--- src/sv/bls_pkg.sv ---
// Shared types and constants for the bounded LIFO stack.
package bls_pkg;

  localparam int unsigned WordWidth  = 32;
  localparam int unsigned LimitWidth = 5;
  localparam int unsigned CountWidth = 5;

  typedef enum logic [1:0] {
    CMD_PUSH    = 2'd0,
    CMD_POP     = 2'd1,
    CMD_PEEK    = 2'd2,
    CMD_DISPLAY = 2'd3
  } cmd_t;

  typedef enum logic [1:0] {
    STAT_OK       = 2'd0,
    STAT_OVERFLOW = 2'd1,
    STAT_EMPTY    = 2'd2
  } status_t;

  typedef enum logic [1:0] {
    CELL_HOLD   = 2'd0,
    CELL_PUSH   = 2'd1,
    CELL_POP    = 2'd2,
    CELL_ROTATE = 2'd3
  } cell_op_t;

  typedef enum logic {
    FSM_IDLE = 1'b0,
    FSM_SHOW = 1'b1
  } fsm_state_t;

  typedef struct packed {
    cmd_t                        cmd;
    logic signed [WordWidth-1:0] push_value;
  } in_item_t;

  typedef struct packed {
    status_t                     status;
    logic signed [WordWidth-1:0] out_value;
    logic                        is_empty;
    logic                        is_full;
    logic [CountWidth-1:0]       entry_count;
    logic                        last;
  } out_item_t;

  typedef struct packed {
    cell_op_t                    op;
    logic signed [WordWidth-1:0] data;
  } cell_ctrl_t;

endpackage

--- src/sv/bounded_lifo_stack.sv ---
// Top level of the bounded LIFO stack built as a shifting row of cells.
//
//   channel   direction  handshake                 payload
//   in        input      in_valid / in_ready       in_item (cmd, push_value)
//   out       output     out_valid / out_ready     out_item (status .. last)
//   cfg       input      cfg_wr_en                 cfg_wr_data (stack_limit)
//
// Push, pop and peek give one output transfer each; cell 0 is the top while idle.
// A display sends one transfer per held entry, rotating the row through cell 0.
// Synchronous reset empties the stack and sets the limit to 16.
// A transfer is taken only when idle and the output register is free or drained.
module bounded_lifo_stack #(
  parameter int DEPTH = 16
) (
  input  logic                                  clk,
  input  logic                                  rst,
  input  logic                                  in_valid,
  output logic                                  in_ready,
  input  bls_pkg::in_item_t                     in_item,
  output logic                                  out_valid,
  input  logic                                  out_ready,
  output bls_pkg::out_item_t                    out_item,
  input  logic                                  cfg_wr_en,
  input  logic [bls_pkg::LimitWidth-1:0]        cfg_wr_data
);
  import bls_pkg::*;

  localparam int CW = $clog2(DEPTH + 1);

  logic signed [WordWidth-1:0] cells [DEPTH];
  logic [DEPTH-1:0]            wrap;

  fsm_state_t                  state, state_next;
  logic [CW-1:0]               count, count_next;
  logic [CW-1:0]               remain, remain_next;
  logic [LimitWidth-1:0]       stack_limit;
  cell_ctrl_t                  ctrl;
  logic                        load;
  logic                        out_free;
  logic                        accept;
  logic                        full;
  logic [31:0]                 lim32;
  logic [31:0]                 cnt_next32;
  status_t                     res_status;
  logic signed [WordWidth-1:0] res_value;
  logic                        res_last;

  for (genvar i = 0; i < DEPTH; i++) begin : g_cell
    logic signed [WordWidth-1:0] up_v, down_v;
    if (i == 0) begin : g_first
      assign up_v = ctrl.data;
    end else begin : g_mid
      assign up_v = cells[i-1];
    end
    if (i == DEPTH - 1) begin : g_final
      assign down_v = cells[i];
    end else begin : g_inner
      assign down_v = cells[i+1];
    end
    assign wrap[i] = (count == CW'(i + 1));
    bls_cell u_cell (
      .clk        (clk),
      .ctrl       (ctrl),
      .wrap       (wrap[i]),
      .up_value   (up_v),
      .down_value (down_v),
      .value      (cells[i])
    );
  end

  assign lim32 = (stack_limit == '0) ? 32'd1 :
                 (32'(stack_limit) > 32'(DEPTH)) ? 32'(DEPTH) : 32'(stack_limit);
  assign full       = 32'(count) >= lim32;
  assign cnt_next32 = 32'(count_next);
  assign out_free   = !out_valid || out_ready;
  assign in_ready   = (state == FSM_IDLE) && out_free;
  assign accept     = in_valid && in_ready;

  always_comb begin
    state_next  = state;
    count_next  = count;
    remain_next = remain;
    ctrl.op     = CELL_HOLD;
    ctrl.data   = cells[0];
    load        = 1'b0;
    res_status  = STAT_OK;
    res_value   = '0;
    res_last    = 1'b1;
    unique case (state)
      FSM_IDLE: begin
        if (accept) begin
          load = 1'b1;
          unique case (in_item.cmd)
            CMD_PUSH: begin
              if (full) begin
                res_status = STAT_OVERFLOW;
              end else begin
                ctrl.op    = CELL_PUSH;
                ctrl.data  = in_item.push_value;
                count_next = count + 1'b1;
              end
            end
            CMD_POP: begin
              if (count == '0) begin
                res_status = STAT_EMPTY;
              end else begin
                res_value  = cells[0];
                ctrl.op    = CELL_POP;
                count_next = count - 1'b1;
              end
            end
            CMD_PEEK: begin
              if (count == '0) begin
                res_status = STAT_EMPTY;
              end else begin
                res_value = cells[0];
              end
            end
            CMD_DISPLAY: begin
              if (count == '0) begin
                res_status = STAT_EMPTY;
              end else begin
                res_value   = cells[0];
                ctrl.op     = CELL_ROTATE;
                res_last    = (count == CW'(1));
                remain_next = count - 1'b1;
                if (count != CW'(1)) begin
                  state_next = FSM_SHOW;
                end
              end
            end
            default: res_status = STAT_OK;
          endcase
        end
      end
      FSM_SHOW: begin
        if (out_free) begin
          load        = 1'b1;
          res_value   = cells[0];
          ctrl.op     = CELL_ROTATE;
          res_last    = (remain == CW'(1));
          remain_next = remain - 1'b1;
          if (remain == CW'(1)) begin
            state_next = FSM_IDLE;
          end
        end
      end
      default: state_next = FSM_IDLE;
    endcase
  end

  always_ff @(posedge clk) begin
    if (rst) begin
      state       <= FSM_IDLE;
      count       <= '0;
      remain      <= '0;
      stack_limit <= LimitWidth'(16);
      out_valid   <= 1'b0;
    end else begin
      state  <= state_next;
      count  <= count_next;
      remain <= remain_next;
      if (cfg_wr_en) begin
        stack_limit <= cfg_wr_data;
      end
      if (load) begin
        out_valid <= 1'b1;
      end else if (out_ready) begin
        out_valid <= 1'b0;
      end
    end
  end

  always_ff @(posedge clk) begin
    if (load) begin
      out_item.status      <= res_status;
      out_item.out_value   <= res_value;
      out_item.is_empty    <= (count_next == '0);
      out_item.is_full     <= (cnt_next32 >= lim32);
      out_item.entry_count <= cnt_next32[CountWidth-1:0];
      out_item.last        <= res_last;
    end
  end

endmodule

--- src/sv/bls_cell.sv ---
// One stack cell: holds a word and moves it toward its neighbors on command.
module bls_cell (
  input  logic                                  clk,
  input  bls_pkg::cell_ctrl_t                   ctrl,
  input  logic                                  wrap,
  input  logic signed [bls_pkg::WordWidth-1:0]  up_value,
  input  logic signed [bls_pkg::WordWidth-1:0]  down_value,
  output logic signed [bls_pkg::WordWidth-1:0]  value
);
  import bls_pkg::*;

  always_ff @(posedge clk) begin
    unique case (ctrl.op)
      CELL_HOLD:   value <= value;
      CELL_PUSH:   value <= up_value;
      CELL_POP:    value <= down_value;
      CELL_ROTATE: value <= wrap ? ctrl.data : down_value;
      default:     value <= value;
    endcase
  end

endmodule

--- config.mk ---
export PLATFORM = sky130hd
export DESIGN_NAME = bounded_lifo_stack
export DESIGN_NICKNAME = d
export VERILOG_FILES = /design/src/sv/bls_pkg.sv /design/src/sv/bounded_lifo_stack.sv /design/src/sv/bls_cell.sv
export SDC_FILE = /design/constraint.sdc
export NUM_CORES = 1
export LEC_CHECK = 0
export BUFFER_PORTS_ARGS = -buffer_cell sky130_fd_sc_hd__buf_2
export CAP_MARGIN = 10
export CORE_UTILIZATION = 40
export CTS_BUF_LIST = sky130_fd_sc_hd__clkbuf_8
export DETAILED_ROUTE_END_ITERATION = 6
export PLACE_DENSITY_LB_ADDON = 0.2
export SYNTH_ARGS = -nofsm -noshare
export SYNTH_HDL_FRONTEND = slang
export SYNTH_SLANG_ARGS = --single-unit
--- constraint.sdc ---
create_clock -name clk -period 15.7 [get_ports clk]
set_input_delay 1.57 -clock clk [delete_from_list [all_inputs] [get_ports clk]]
set_output_delay 1.57 -clock clk [all_outputs]
set_load 0.01 [all_outputs]
==> impl_metrics.json, run 1 <==
{
  "synth_area_per_cell_sq_um": 12.8,
  "worstSetupEndpoint": "g_cell[5].u_cell.value[18]",
  "die_h_um": 260,
  "timing.final.max_slew_violations": 0,
  "io_pins": 88,
  "cts_hold_buffers": 0,
  "die-area_sq_mm": 0.0675,
  "start_kind": "input port",
  "setup_viol": 0,
  "intPower_w": 0.00280,
  "synth-seq-area-share": 0.639,
  "drc_errors": 0,
  "synth_top_area_frac": 0.626,
  "antenna_found_initial": 0,
  "status": "complete, no violations",
  "cp-startpoint": "out_ready",
  "holdPathStages": 2,
  "layout.nets": 2168,
  "yosys.area.top_type": "edfxtp_1",
  "syn_inst": 2070,
  "syn_nets": 2132,
  "grt_pass1_vias": 19081,
  "cts_max_path_buffers": 3,
  "initialDrtViolationCount": 1720,
  "clock_latency_ns": 0.70,
  "grt_first_pass_wirelength_um": 116000,
  "fin_setup_tns_ns": 0,
  "avgViaCountPerCell": 6.18,
  "drive_above_1_share": 0.144,
  "cp_data_arrival_time_ns": 5.83,
  "fin_total_pwr_w": 0.00390,
  "grt.overflow.total": 0,
  "grt_max_degree": 113,
  "p_sw_frac": 0.281,
  "initial_core_util": 0.404,
  "crit_path_max_fanout": 88,
  "ys_types": 54,
  "rr_worst_depth": 9,
  "synth_area_leaders": "edfxtp_1 (63%), a221o_1 (14%), nor2_1 (6.7%)",
  "synth_edf_count": 554,
  "n_antenna_cell": 0,
  "min_path_type": "flip-flop to flip-flop",
  "fmax_ghz": 0.181,
  "place.gp.congestion": 0.836,
  "synth_area_sq_mm": 0.0266,
  "r2r_end": "g_cell[5].u_cell.value[18]",
  "ys.flop_type": "edfxtp_1",
  "place_ws_ns": 9.46,
  "coreArea_sq_mm": 0.0657,
  "die_w_um": 260,
  "clock_power_share": 0.331,
  "clock_skew_ns": 0.0365,
  "timing.final.ws_setup_ns": 10.17,
  "synth_warnings": 0,
  "end_kind": "flip-flop",
  "post_cts_resize_count": 0,
  "utilization": 0.448,
  "synthToLayoutAreaGrowth_pct": 10.9,
  "postSynth.asyncResetShare": 0,
  "cts_buffers": 97,
  "antenna_left": 0,
  "reg2reg_from": "count[0]",
  "wirelength_um": 75500,
  "post-route-period-util": 0.352,
  "portBuffers": 87,
  "path_class": "input port to flip-flop",
  "rsz0062_at_grt": "false",
  "grtUsageMet3": 0.0339,
  "cellPowerDensity_mw_per_mm2": 132,
  "hold_violations": 0,
  "h-tree-depth": 3,
  "firstDrtPassIters": 5,
  "rows": 94,
  "max-slew-margin-rel": 0.162,
  "maxCapViolCount": 0,
  "irDropWorstVdd_v": 0.0000513,
  "p_leak_nw": 10.3,
  "grt-busiest-layer": "met2",
  "required_ns": 16.00,
  "ys_ff_latch": 571,
  "seqPwrFrac": 0.518,
  "vias": 18805,
  "pwr-share-comb": 0.151,
  "use_met2": 0.357,
  "period_minus_slack_ns": 5.53,
  "path_clk_slew_ns": 0.06,
  "cts_setup_buffers": 0,
  "p_switching_w": 0.00110,
  "r2r_setup_slack_ns": 10.39,
  "tightestPinTransition_ns": 1.25,
  "cts.sinks": 571,
  "whs_ns": 0.481,
  "grtUsageMet1": 0.300,
  "grt.total_usage": 0.222,
  "tritoncts": "yes",
  "dpl.hpwl_um": 40900,
  "cts-root-buf": "clkbuf_8",
  "wl_per_cell_um": 24.8
}
sequential cells by signal, indices dropped and copies added (netlist names):
register	cells
g_cell.u_cell.value	512
count	5
stack_limit	5
out_item	42
out_valid	1
remain	5
state	1
layout by cell type, fill, tap and decap left out, types with 4 or more instances in the layout:
cell       instances
buf_2             87
clkbuf_8          99
nand2_1           17
clkinv_2          11
a22oi_1           66
a221o_1          384
a21oi_4           12
nand3_1            9
nor2_1           473
bufinv_16          4
nor3_1            10
o21ai_0           37
nand2b_1           4
nand3_2            7
o21ai_1           38
and2_1            37
inv_1             47
mux2i_2           25
dfxtp_1           17
mux2i_1           12
ha_1              18
nor2b_1            8
edfxtp_1         554
and3_1             4
clkinv_1          23
buf_4             49
a21oi_1           74
nand4_1            4
power by group through the flow:
stage               clock [W]  sequential (W)  combinational, W
global placement            0         0.00205          0.000570
global route          0.00137         0.00204          0.000640
floorplan                   0         0.00211          0.000424
finish                0.00129         0.00202          0.000589
CTS                   0.00132         0.00202          0.000589
detailed placement          0         0.00205          0.000591
cell families after synthesis:
group / synth area share
AO/OA/AOI/OAI: 0.201
XOR/XNOR: 0.00160
adder cells (fa/ha/maj): 0.00847
buffers and inverters: 0.0396
flip-flops: 0.639
multiplexers: 0.0175
AND/OR/NAND/NOR: 0.0934
worst min path at each step:
stage / slack, ns / to / start
finish: 0.48 / remain[1] / remain[1]
global route: 0.53 / remain[1] / remain[1]
CTS: 0.48 / remain[1] / remain[1]
detailed placement: 0.47 / remain[1] / remain[1]
global placement: 0.46 / remain[1] / remain[1]
floorplan: 0.45 / remain[1] / remain[1]
critical path: stages:
cell and delay [ns]:
buf_2 0.08, and2b_1 0.25, nor4_2 0.53, nor2_4 0.03
buf_4 0.44, nand2b_4 0.89, buf_4 0.99, buf_4 0.84
through the flow:
step | cell area, sq um | cells
5_1_grt | 29500 | 3043
3_5_place_dp | 27700 | 2869
3_3_place_gp | 27700 | 2868
6_report | 29500 | 3043
4_1_cts | 29500 | 3041
2_1_floorplan | 26600 | 2070
final cells by class:
class,instances,area [sq um]
fillers,5863,36300
flip-flops and latches,571,17000
multi-input cells,1284,8770
clock buffers,99,1360
well taps,864,1080
repair buffers,136,803
clock inverters,73,419
inverters,16,60.1
cell usage after synthesis (7+ instances only):
cell type,count
buf_4,24
o21ai_0,37
nor3_1,10
nand3_1,9
buf_2,119
nand2_1,19
and2_1,37
clkbuf_1,54
mux2i_2,25
dfxtp_1,17
a22oi_1,66
o21ai_1,38
edfxtp_1,554
mux2i_1,12
nand3_2,7
a21oi_1,85
ha_1,18
nor2b_1,8
nor2_1,475
a221o_1,384
inv_1,16
metal layers:
metal / routed length, um / share of wire / vias to the layer above
met1: 32100 / 0.42 / 9595
li1: - / - / 8328
met2: 36200 / 0.48 / 749
met5: 0 / 0 / -
met3: 4940 / 0.065 / 133
met4: 2330 / 0.031 / 0
No activity file was read; power rests on OpenSTA's default activity.
==> inputs of run 2 (changes only) <==
Clock period 15.7 ns to 4.6 ns, I/O delays scaled along.
==> run 2 against run 1 <==
Compared with the run above: register-to-register slack got worse by 9.4 ns; hold slack got worse by 0.37 ns; non-clock buffer count increased by 16; routed wire length increased by 4.9%; via count increased by 2.4%; global-route usage increased by 0.99 points; cell area increased by 0.99%; sequential power increased to 3.4 times the previous value; flip-flop and latch count unchanged; die area unchanged; sequential share of layout area decreased by 0.54 points; clock power increased to 3.4 times the previous value; critical path type is now flip-flop to flip-flop.
==> impl_metrics.json, run 2 (synthesized netlist as in run 1, its figures left out) <==
{
  "status": "complete, no violations",
  "grt_pass1_vias": 19053,
  "end_kind": "flip-flop",
  "h-tree-depth": 3,
  "wl_met3_um": 6020,
  "wl_per_cell_um": 25.8,
  "fmax_ghz": 0.275,
  "largest_reg_flops": 512,
  "drc_errors": 0,
  "final_cell_mix": "edfxtp_1 (554), nor2_1 (473), a221o_1 (384), clkbuf_8 (101), buf_2 (87)",
  "cpPeakStageDelay_ns": 0.75,
  "p_leak_nw": 10.4,
  "post_cts_resize_count": 0,
  "rsz0062_at_grt": "false",
  "place.gp.congestion": 0.808,
  "hold_violations": 0,
  "path_clk_slew_ns": 0.06,
  "die_h_um": 260,
  "layout.nets": 2185,
  "vias": 19251,
  "utilization": 0.453,
  "regMostFlops": "g_cell.u_cell.value",
  "maxCapViolCount": 0,
  "crit_path_max_fanout": 16,
  "coreArea_sq_mm": 0.0657,
  "final_common_cell": "edfxtp_1",
  "dp.cells": 2881,
  "io_pins": 88,
  "fin_total_pwr_w": 0.0134,
  "grt.overflow.total": 0,
  "whs_ns": 0.114,
  "largestRegisters": "g_cell.u_cell.value (512), out_item (42)",
  "n_antenna_cell": 0,
  "grt_first_pass_wirelength_um": 119000,
  "period_minus_slack_ns": 3.64,
  "cellPowerDensity_mw_per_mm2": 450,
  "tightestPinTransition_ns": 1.11,
  "die_w_um": 260,
  "r2r_setup_slack_ns": 0.96,
  "crit_buf_inv": 1,
  "cp_data_arrival_time_ns": 4.08,
  "post-route-period-util": 0.790,
  "tritoncts": "yes",
  "fin_cells": 3068,
  "antenna_left": 0,
  "hp-start": "cfg_wr_en",
  "cts_max_path_buffers": 3,
  "drive_above_1_share": 0.150,
  "portBuffers": 87,
  "grt_max_degree": 160,
  "max-slew-margin-rel": 0.261,
  "antenna_found_initial": 0,
  "highest_layer": "met4",
  "rows": 94,
  "hold_end": "stack_limit[4]",
  "path_class": "flip-flop to flip-flop",
  "cts-root-buf": "clkbuf_8",
  "avgViaCountPerCell": 6.27,
  "timing.final.max_slew_violations": 0,
  "grt.total_usage": 0.232,
  "crit_path_top_delay_cell": "mux2i_2",
  "clock_latency_ns": 0.71,
  "rr_worst_depth": 8,
  "reg2reg_from": "count[2]",
  "num-fill-cells": 5883,
  "fin_area_sq_mm": 0.0298,
  "required_ns": 5.04,
  "placement.cell_area_sq_mm": 0.0279,
  "min_path_type": "input port to flip-flop",
  "wirelength_um": 79200,
  "path_delay_family": "compound AO/OA/AOI/OAI gates",
  "start_kind": "flip-flop",
  "initial_core_util": 0.404,
  "cts_setup_buffers": 0,
  "wl_met2_um": 37700,
  "wl_met1_um": 33400,
  "clock_skew_ns": 0.0389,
  "firstDrtPassIters": 5,
  "dpl.hpwl_um": 42300,
  "initialDrtViolationCount": 2019,
  "cts_hold_buffers": 6,
  "path_cells": "ha_1 > a21oi_1 > o21ai_1 > a21oi_4 > buf_4 > mux2i_2 > nor2_1 > a221o_1",
  "setup_viol": 0,
  "synthToLayoutAreaGrowth_pct": 12.0,
  "cts_buffers": 98,
  "die-area_sq_mm": 0.0675,
  "irDropWorstVdd_v": 0.000211,
  "cts.sinks": 571,
  "holdPathStages": 2,
  "r2r_end": "g_cell[2].u_cell.value[5]"
}
==> run 2: worst max path at each step <==
stage,start,slack (ns),endpoint,cells after the start
finish,count[2],0.96,g_cell[2].u_cell.value[5],8
global route,count[2],0.74,g_cell[4].u_cell.value[12],8
global placement,count[2],1.06,g_cell[5].u_cell.value[12],8
CTS,count[2],1.00,g_cell[6].u_cell.value[11],8
floorplan,count[0],-0.80,g_cell[0].u_cell.value[0],9
detailed placement,count[2],1.02,g_cell[1].u_cell.value[11],8
==> run 2: metrics by stage <==
step	TNS, ns	setup WS [ns]
3_3_place_gp	0	1.06
4_1_cts	0	1.00
5_1_grt	0	0.739
6_report	0	0.965
2_1_floorplan	-385.31	-0.803
3_5_place_dp	0	1.02
==> run 2: worst register-to-register path, cell delays in order, from the launching register on <==
cell and delay, ns:
dfxtp_1 0.74, ha_1 0.36, a21oi_1 0.12, o21ai_1 0.15, a21oi_4 0.37, buf_4 0.42
mux2i_2 0.78, nor2_1 0.14, a221o_1 0.30
==> run 2: final cells by class <==
class | count | area [sq um] | area share
multi-input combinational | 1284 | 8790 | 0.295
sequential | 571 | 17000 | 0.571
clock inverter | 80 | 414 | 0.0139
clock buffer | 101 | 1390 | 0.0467
timing repair buffer | 152 | 1040 | 0.0349
inverter | 16 | 65.1 | 0.00219
tap | 864 | 1080 | 0.0363
==> run 2: power breakdown <==
group / internal, W / switching, W
Clock: 0.00221 / 0.00221
Combinational: 0.000789 / 0.00128
Sequential: 0.00657 / 0.000317
Total: 0.00957 / 0.00381
==> run 2: layer usage <==
metal / vias to the layer above / track usage
met5: - / 0
met4: 0 / 0.0810
met3: 134 / 0.0385
met2: 905 / 0.368
met1: 9856 / 0.320
li1: 8356 / -
==> inputs of run 3 (changes only) <==
Clock period 4.6 ns to 2.95 ns, I/O delays scaled along.
==> run 3 against run 2 <==
Compared with the run above: critical path depth rose by 5; cell count rose by 4.0%; worst setup slack got worse by 0.93 ns; clock skew fell by 0.00060 ns; largest power group unchanged; hold slack improved by 0.013 ns.
==> impl_metrics.json, run 3 (synthesized netlist as in run 1, its figures left out) <==
{
  "status": "complete, no violations",
  "initialDrtViolationCount": 2227,
  "drc_errors": 0,
  "irDropWorstVdd_v": 0.000284,
  "fin_area_sq_mm": 0.0320,
  "grt_first_pass_wirelength_um": 118000,
  "cts_buffers": 97,
  "grt.overflow.total": 0,
  "seqPwrFrac": 0.497,
  "p_sw_frac": 0.280,
  "wirelength_um": 78500,
  "holdPathStages": 4,
  "initial_core_util": 0.404,
  "die-area_sq_mm": 0.0675,
  "cellPowerDensity_mw_per_mm2": 674,
  "largestRegisters": "g_cell.u_cell.value (512), out_item (42)",
  "vias": 19585,
  "place.gp.congestion": 0.810,
  "synthToLayoutAreaGrowth_pct": 20.4,
  "maxCapViolCount": 0,
  "die_w_um": 260,
  "fmax_ghz": 0.343,
  "dp.cells": 2970,
  "cp_data_arrival_time_ns": 3.34,
  "final-seq-area_sq_mm": 0.0170,
  "end_kind": "flip-flop",
  "clock_power_share": 0.321,
  "hold_violations": 0,
  "firstDrtPassIters": 5,
  "path_clk_slew_ns": 0.06,
  "largest_reg_flops": 512,
  "n_antenna_cell": 0,
  "tightestPinTransition_ns": 1.17,
  "grt_pass1_vias": 19624,
  "cts.sinks": 571,
  "rows": 94,
  "setup_viol": 0,
  "rsz0062_at_grt": "true",
  "num-fill-cells": 5661,
  "clock_latency_ns": 0.71,
  "portBuffers": 87,
  "io_pins": 88,
  "rr_worst_depth": 13,
  "drive_above_1_share": 0.199,
  "dpl.hpwl_um": 44200,
  "final_cell_mix": "edfxtp_1 (554), nor2_1 (470), a221o_1 (384), clkbuf_8 (104), buf_2 (87)",
  "intPower_w": 0.0155,
  "p_switching_w": 0.00603,
  "placement.cell_area_sq_mm": 0.0294,
  "fin_cells": 3190,
  "grt.total_usage": 0.226,
  "cts_max_path_buffers": 3,
  "p_leak_nw": 11.5,
  "clock_skew_ns": 0.0383,
  "final_common_cell": "edfxtp_1",
  "wl_per_cell_um": 24.6,
  "required_ns": 3.37,
  "cts-root-buf": "clkbuf_8",
  "avgViaCountPerCell": 6.14,
  "multiInputGateArea_sq_mm": 0.00892,
  "antenna_left": 0,
  "h-tree-depth": 3,
  "coreArea_sq_mm": 0.0657,
  "tritoncts": "yes",
  "utilization": 0.487,
  "start_kind": "flip-flop",
  "die_h_um": 260,
  "post-route-period-util": 0.989,
  "antenna_found_initial": 0,
  "path_class": "flip-flop to flip-flop",
  "grt_max_degree": 151,
  "max-slew-margin-rel": 0.217,
  "min_path_type": "input port to flip-flop",
  "pwr-share-comb": 0.181,
  "period_minus_slack_ns": 2.92,
  "timing.final.max_slew_violations": 0,
  "regMostFlops": "g_cell.u_cell.value",
  "crit_path_max_fanout": 16,
  "layout.nets": 2311
}
## run 3: cell count changes in the layout (fill, tap and decap cells not counted), sizes merged
cell	change
inv	-6
dlygate4sd3	+14
clkinv	-3
a21oi	+1
clkinvlp	+1
clkbuf	+6
buf	+109
## run 3: what timing repair did
action / 4_1_cts / 5_1_grt
gates cloned: 0 / 4
pin swaps: 0 / 9
hold buffers: 20 / 0
hold endpoints to repair: 15 / 0
setup buffers: 2 / 17
gates resized for setup: 11 / 31
setup endpoints to repair: 35 / 580
## run 3: cell type report
type / count / area share
tap: 864 / 0.0338
inverter: 16 / 0.00203
sequential: 571 / 0.531
clock inverter: 72 / 0.0123
multi-input combinational: 1285 / 0.279
clock buffer: 104 / 0.0447
timing repair buffer: 278 / 0.0976
## run 3: final timing paths
| kind | startpoint | endpoint | slack [ns] |
|---|---|---|---|
| worst max-delay path | stack_limit[1] | g_cell[10].u_cell.value[18] | 0.03 |
| worst min-delay path | in_item[7] | g_cell[11].u_cell.value[7] | 0.13 |
| worst max register to register | stack_limit[1] | g_cell[10].u_cell.value[18] | 0.03 |
| worst min register to register | remain[1] | remain[1] | 0.48 |
## run 3: metal layers
metal | vias up | part of all wire | global-route usage
li1 | 8649 | - | -
met1 | 9841 | 0.42 | 0.313
met4 | 0 | 0.031 | 0.0855
met3 | 154 | 0.080 | 0.0404
met2 | 941 | 0.47 | 0.355
met5 | - | 0 | 0
## run 3: metrics by stage
| stage | total power, W | setup WS (ns) | TNS [ns] | hold slack, ns |
|---|---|---|---|---|
| CTS | 0.0215 | -0.00321 | -0.00321 | 0.0835 |
| global placement | 0.0145 | -0.0901 | -2.66 | 0.462 |
| floorplan | 0.0131 | -2.45 | -1177.36 | 0.364 |
| global route | 0.0224 | -0.0681 | -3.92 | 0.133 |
| detailed placement | 0.0146 | -0.0500 | -1.15 | 0.469 |
| finish | 0.0216 | 0.0324 | 0 | 0.127 |
## run 3: power by group through the flow
stage	Sequential, W	Combinational, W	Clock (W)
4_1_cts	0.0107	0.00376	0.00706
2_1_floorplan	0.0108	0.00228	0
3_3_place_gp	0.0109	0.00360	0
5_1_grt	0.0108	0.00422	0.00738
6_report	0.0107	0.00391	0.00692
3_5_place_dp	0.0109	0.00370	0
## run 3: worst max-delay path: stages, from the launching register on
cell and delay (ns):
dfxtp_2 0.33, nor3_2 0.17, nor2_1 0.07, nor2_2 0.13, ha_1 0.24, nor2b_1 0.14
o21ai_2 0.11, a21oi_4 0.20, buf_8 0.19, buf_16 0.20, mux2i_4 0.32, buf_12 0.17
nor2_1 0.05, a221o_1 0.27
